File: src/ogr_pkg.sv
package ogr_pkg;

	localparam int GRID_COLS = 256;
	localparam int GRID_ROWS = 256;
	localparam int GRID_CELLS = GRID_COLS * GRID_ROWS;
	localparam int ADDR_W = $clog2(GRID_CELLS);
	localparam int COORD_W = 8;
	localparam int VAL_W = 16;
	localparam int CNT_W = 8;
	localparam int ERR_W = COORD_W + 3;
	localparam int CFG_IDX_W = 2;

	typedef logic [ADDR_W-1:0] addr_t;
	typedef logic [COORD_W-1:0] coord_t;
	typedef logic signed [VAL_W-1:0] val_t;
	typedef logic [CNT_W-1:0] cnt_t;
	typedef logic signed [ERR_W-1:0] err_t;
	typedef logic [CFG_IDX_W-1:0] cfg_idx_t;

	localparam logic KIND_RAY = 1'b0;
	localparam logic KIND_READ = 1'b1;

	localparam cfg_idx_t CFG_FREE_INC = 2'd0;
	localparam cfg_idx_t CFG_OCC_INC = 2'd1;
	localparam cfg_idx_t CFG_LOWER = 2'd2;
	localparam cfg_idx_t CFG_UPPER = 2'd3;

	localparam val_t FREE_INC_RST = -16'sd217;
	localparam val_t OCC_INC_RST = 16'sd217;
	localparam val_t LOWER_RST = -16'sd2048;
	localparam val_t UPPER_RST = 16'sd2048;

	typedef struct packed {
		logic load;
		logic step;
		logic walk_rd;
		logic cell_rd;
		logic clr_wr;
		logic put;
	} cmd_t;

	typedef struct packed {
		logic skip;
		logic last;
		logic clr_last;
	} sts_t;

endpackage

File: src/ogr_ctrl.sv
module ogr_ctrl (
	input  logic          clk,
	input  logic          arst_n,
	input  logic          in_valid,
	input  logic          in_kind,
	output logic          in_ready,
	output logic          out_valid,
	input  logic          out_ready,
	input  ogr_pkg::sts_t sts,
	output ogr_pkg::cmd_t cmd
);

	typedef enum logic [2:0] {
		CLEAR,
		IDLE,
		PRIME,
		WALK,
		RD,
		FIN
	} state_t;

	state_t state_q;
	logic   out_valid_q;

	always_comb begin
		cmd = '0;
		case (state_q)
			CLEAR: cmd.clr_wr = 1'b1;
			IDLE:  cmd.load = in_valid;
			PRIME: cmd.step = !sts.skip;
			WALK: begin
				cmd.step = 1'b1;
				cmd.walk_rd = 1'b1;
			end
			RD:    cmd.cell_rd = 1'b1;
			FIN:   cmd.put = !out_valid_q || out_ready;
			default: cmd = '0;
		endcase
	end

	assign in_ready = (state_q == IDLE);
	assign out_valid = out_valid_q;

	always_ff @(posedge clk or negedge arst_n) begin
		if (!arst_n) begin
			state_q <= CLEAR;
			out_valid_q <= 1'b0;
		end else begin
			if (cmd.put) begin
				out_valid_q <= 1'b1;
			end else if (out_ready) begin
				out_valid_q <= 1'b0;
			end
			case (state_q)
				CLEAR: begin
					if (sts.clr_last) begin
						state_q <= IDLE;
					end
				end
				IDLE: begin
					if (in_valid) begin
						state_q <= (in_kind == ogr_pkg::KIND_READ) ? RD : PRIME;
					end
				end
				PRIME: state_q <= sts.skip ? FIN : WALK;
				WALK: begin
					if (sts.last) begin
						state_q <= FIN;
					end
				end
				RD: state_q <= FIN;
				FIN: begin
					if (cmd.put) begin
						state_q <= IDLE;
					end
				end
				default: state_q <= IDLE;
			endcase
		end
	end

endmodule

File: config.mk
export PLATFORM = sky130hd
export DESIGN_NAME = ogr_ctrl
export DESIGN_NICKNAME = d
export VERILOG_FILES = /design/src/ogr_pkg.sv /design/src/ogr_ctrl.sv
export SDC_FILE = /design/constraint.sdc
export NUM_CORES = 1
export LEC_CHECK = 0
export BUFFER_PORTS_ARGS = -buffer_cell sky130_fd_sc_hd__buf_2
export CAP_MARGIN = 20
export CORE_AREA = 2 2 39 41
export DETAILED_ROUTE_END_ITERATION = 10
export DIE_AREA = 0 0 41 43
export MAX_ROUTING_LAYER = met4
export SLEW_MARGIN = 25
export SYNTH_ARGS = -nofsm -noshare
export SYNTH_HDL_FRONTEND = slang
export SYNTH_SLANG_ARGS = --single-unit
File: constraint.sdc
create_clock -name clk -period 1.7 [get_ports clk]
set_input_delay 0.085 -clock clk [delete_from_list [all_inputs] [get_ports clk]]
set_output_delay 0.085 -clock clk [all_outputs]
set_load 0.05 [all_outputs]
# [After elaboration in Yosys (flattened, before gate mapping)]
# Index checks and enable logic that the tools add are counted.
[classes] n_eq_ne=9 muxes=15 n_reduce_logical=6
[ops] operator="$mux W3" n=6
[ops] operator="$pmux W3 S6" n=1
[ops] operator="$ne A2 B2 Y1 const B" n=4
[ops] operator="$mux W1" n=7
[ops] operator="$eq A3 B2 Y1 const B" n=2
[ops] operator="$eq A3 B3 Y1 const B" n=2
[ops] operator="$reduce_and A4 Y1" n=1
[ops] operator="$eq A3 B1 Y1 const B" n=1
[ops] operator="$logic_not A3 Y1" n=1
[ops] operator="$logic_not A1 Y1" n=2
[ops] operator="$pmux W1 S2" n=1
[ops] operator="$reduce_bool A2 Y1" n=1
[ops] operator="$logic_or A1 B1 Y1" n=1
[word_totals] reg_bits=4 in_bits=8 output_inout_bits=8

# [Logic depth before layout (Yosys ltp)]
[depth] depth_word=5 depth_mapped=4 mapped_depth_nobuf=3

# [Worst setup path before layout]
# OpenSTA, ideal clock, no wires.
[synth_path] path_type="reg2out" startpoint="reg state_q[2]" endpoint="out cmd[4] (netlist name)" t_arrival_ns=1.745 setup_slack_ns=-0.130 stages_incl_launch_ff=3 path_buffers=0 path_cell_list="dfrtp_1 -> and2b_2 -> a21boi_0"
[synth_lines] element="from (decl)" line="ogr_ctrl.sv:22" text="state_t state_q;"
[synth_lines] element="from (signal assigned)" line="ogr_ctrl.sv:62" text="state_q <= (in_kind == ogr_pkg::KIND_READ) ? RD : PRIME;"
[synth_lines] element="from (signal assigned)" line="ogr_ctrl.sv:65" text="PRIME: state_q <= sts.skip ? FIN : WALK;"
[synth_lines] element="to (decl)" line="ogr_ctrl.sv:10" text="output ogr_pkg::cmd_t cmd"

==> flow_summary.json <==
{
  "grt_max_degree": 14,
  "coreArea_um2": 1380,
  "gr-total-overflow": 0,
  "cts_tree": "built",
  "end_kind": "output pin",
  "start_util": 0.229,
  "reg2reg_slack_ns": 0.32,
  "hold_start": "sts[1]",
  "ant_nets": 0,
  "htreeDepth": 1,
  "min_path_cells": 2,
  "synth-edff-count": 0,
  "design_area_um2": 422,
  "critPathKind": "reg -> out",
  "syn_avg_cell_area_um2": 9.31,
  "wl_um": 643,
  "setup_tns_ns": 0,
  "preCtsSetupSlack_ns": 0.316,
  "setup_viol_count_final": 0,
  "hp-class": "in -> reg",
  "die_w_um": 41,
  "dp_hpwl_um": 516,
  "cp_top_family": "flip-flops",
  "fill_cells": 150,
  "final_max_slew_viol_count": 0,
  "fin_crit_sh": 0.916,
  "utilization": 0.305,
  "cpMaxStageDelayCell": "dfrtp_1",
  "die_y_um": 43,
  "final_hold_viol_count": 0,
  "maxCapViolCount": 0,
  "ys_seq_area_frac": 0.316,
  "drive_above_1_share": 0.500,
  "grt_antenna_before_repair": 0,
  "clk_latency_ns": 0.23,
  "cts.path.max_buffers": 2,
  "rsz0062_at_grt": "no",
  "place_area_um2": 389,
  "finClkSkew_ns": 0.0000840,
  "rr_worst_depth": 3,
  "min_to": "state_q[1]",
  "place.gp.congestion": 0.782,
  "dieArea_um2": 1760,
  "drcViolationCount": 0,
  "syn-num-nets": 42,
  "rows": 14,
  "via_per_inst": 4.42,
  "relSlewSlack": 0.760,
  "drt_iter0_drc": 3,
  "cp_num_buf_inv": 1,
  "cp_max_fo": 13,
  "cts_buffers": 3,
  "yosys_warnings": 0,
  "crit_path_max_incr_delay_ns": 0.55,
  "fmax_mhz": 642,
  "run_status": "finished clean",
  "setup_ws_ns": 0.143,
  "areaGrowthSynthToFinish_pct": 33.2,
  "path_cells": "and2b_2, a21boi_1, buf_2",
  "crit_required_ns": 1.62,
  "async_flop_share": 1.00,
  "final_nets": 60,
  "grt_pass1_vias": 254,
  "grt_pass1_wl_um": 1010,
  "io_buffers": 15,
  "ys_types": 22,
  "r2r-end": "state_q[2]",
  "wl_per_cell_um": 9.74,
  "arrival_ns": 1.47,
  "worst_pin_slew_ns": 0.360,
  "reg2reg_from": "state_q[2]",
  "first_pass_iters": 2,
  "start_kind": "register",
  "syn_area_um2": 317,
  "post-route-min-period_ns": 1.56,
  "cts.sinks": 4,
  "synth_ff_type": "dfrtp_1",
  "synth-seq-cells": 4,
  "num_vias": 292,
  "grt_usage": 0.0867,
  "antennaDiodeCount": 0,
  "path_clk_slew_ns": 0.03,
  "clockRootBuffer": "clkbuf_4",
  "cts_setup_buffers": 0,
  "ioPinCount": 16,
  "syn-instance-count": 34
}
kinds of logic after synthesis:
logic type,Yosys count,share of synthesized area
flops,4,0.316
buf+inv,5,0.111
compound gates,10,0.253
simple gates,14,0.293
xor+xnor,1,0.0277
per-stage QoR:
stage               hold WS, ns  instances
finish                   0.0838         66
global placement         -0.105         62
detailed placement       -0.104         62
global route             0.0780         66
CTS                      0.0740         66
floorplan                -0.211         34
cell usage in the layout (no fill, tap or decap):
master / synthesis / routed
o21ai_0: 2 / 2
nor2_1: 2 / 2
xor2_1: 1 / 1
dlygate4sd3_1: 0 / 1
nor3b_2: 0 / 1
and4bb_4: 1 / 1
a21boi_1: 0 / 1
buf_2: 1 / 15
nand3b_1: 1 / 1
o22ai_1: 1 / 1
and2b_2: 1 / 1
a221oi_2: 1 / 1
nor2b_1: 1 / 1
dfrtp_1: 4 / 4
nor3_1: 2 / 2
a21bo_2: 1 / 1
clkbuf_4: 0 / 3
or3_2: 1 / 1
inv_1: 2 / 2
nand2_1: 2 / 2
nor3b_1: 2 / 1
nand2b_1: 1 / 1
a21oi_1: 3 / 3
o32ai_2: 1 / 1
metal layers:
metal	vias up	GRT usage	wire length (um)
met5	-	-	0
met4	0	0.0400	0
li1	154	-	-
met3	0	0.0314	37
met2	10	0.0938	275
met1	128	0.136	331
worst max-delay path by stage:
stage	startpoint	endpoint	cells after the start	slack (ns)
after detailed placement	state_q[2]	state_q[2]	3	0.32
after global placement	state_q[2]	state_q[2]	3	0.36
final	state_q[1]	cmd[4]	3	0.14
after CTS	state_q[1]	cmd[4]	3	0.15
after floorplan	state_q[1]	cmd[1]	2	0.02
after global routing	state_q[1]	cmd[4]	3	0.04
synthesized netlist by cell type (2+ instances only):
cell type	n	area, um^2
dfrtp_1	4	100
a21oi_1	3	15.0
buf_6	2	22.5
inv_1	2	7.51
nand2_1	2	7.51
nor2_1	2	7.51
nor3_1	2	10.0
nor3b_1	2	15.0
o21ai_0	2	10.0
flip-flops by register name (all words and copies together) (netlist names):
signal	count
out_valid	1
state_q	3
worst register-to-register path: cells and delay by family (launching register included):
family,cells,cell delay (ns)
AOI/OAI and AO/OA,2,0.45
DFF,1,0.51
and+or+nand+nor,1,0.28
repair_timing:
action	4_1_cts	5_1_grt
hold endpoints to repair	4	0
gates resized for setup	0	0
hold buffers	1	0
setup endpoints to repair	0	0
layout make-up:
type	count	area, um^2	area share
Multi-Input combinational cell	25	186	0.442
Clock buffer	3	22.5	0.0534
Inverter	2	7.51	0.0178
Tap cell	16	20.0	0.0475
Sequential cell	4	100	0.237
Timing Repair Buffer	16	85.1	0.202
Power is not shown: default switching activity piles up to over one toggle a cycle in this logic, so the estimate is an artifact.
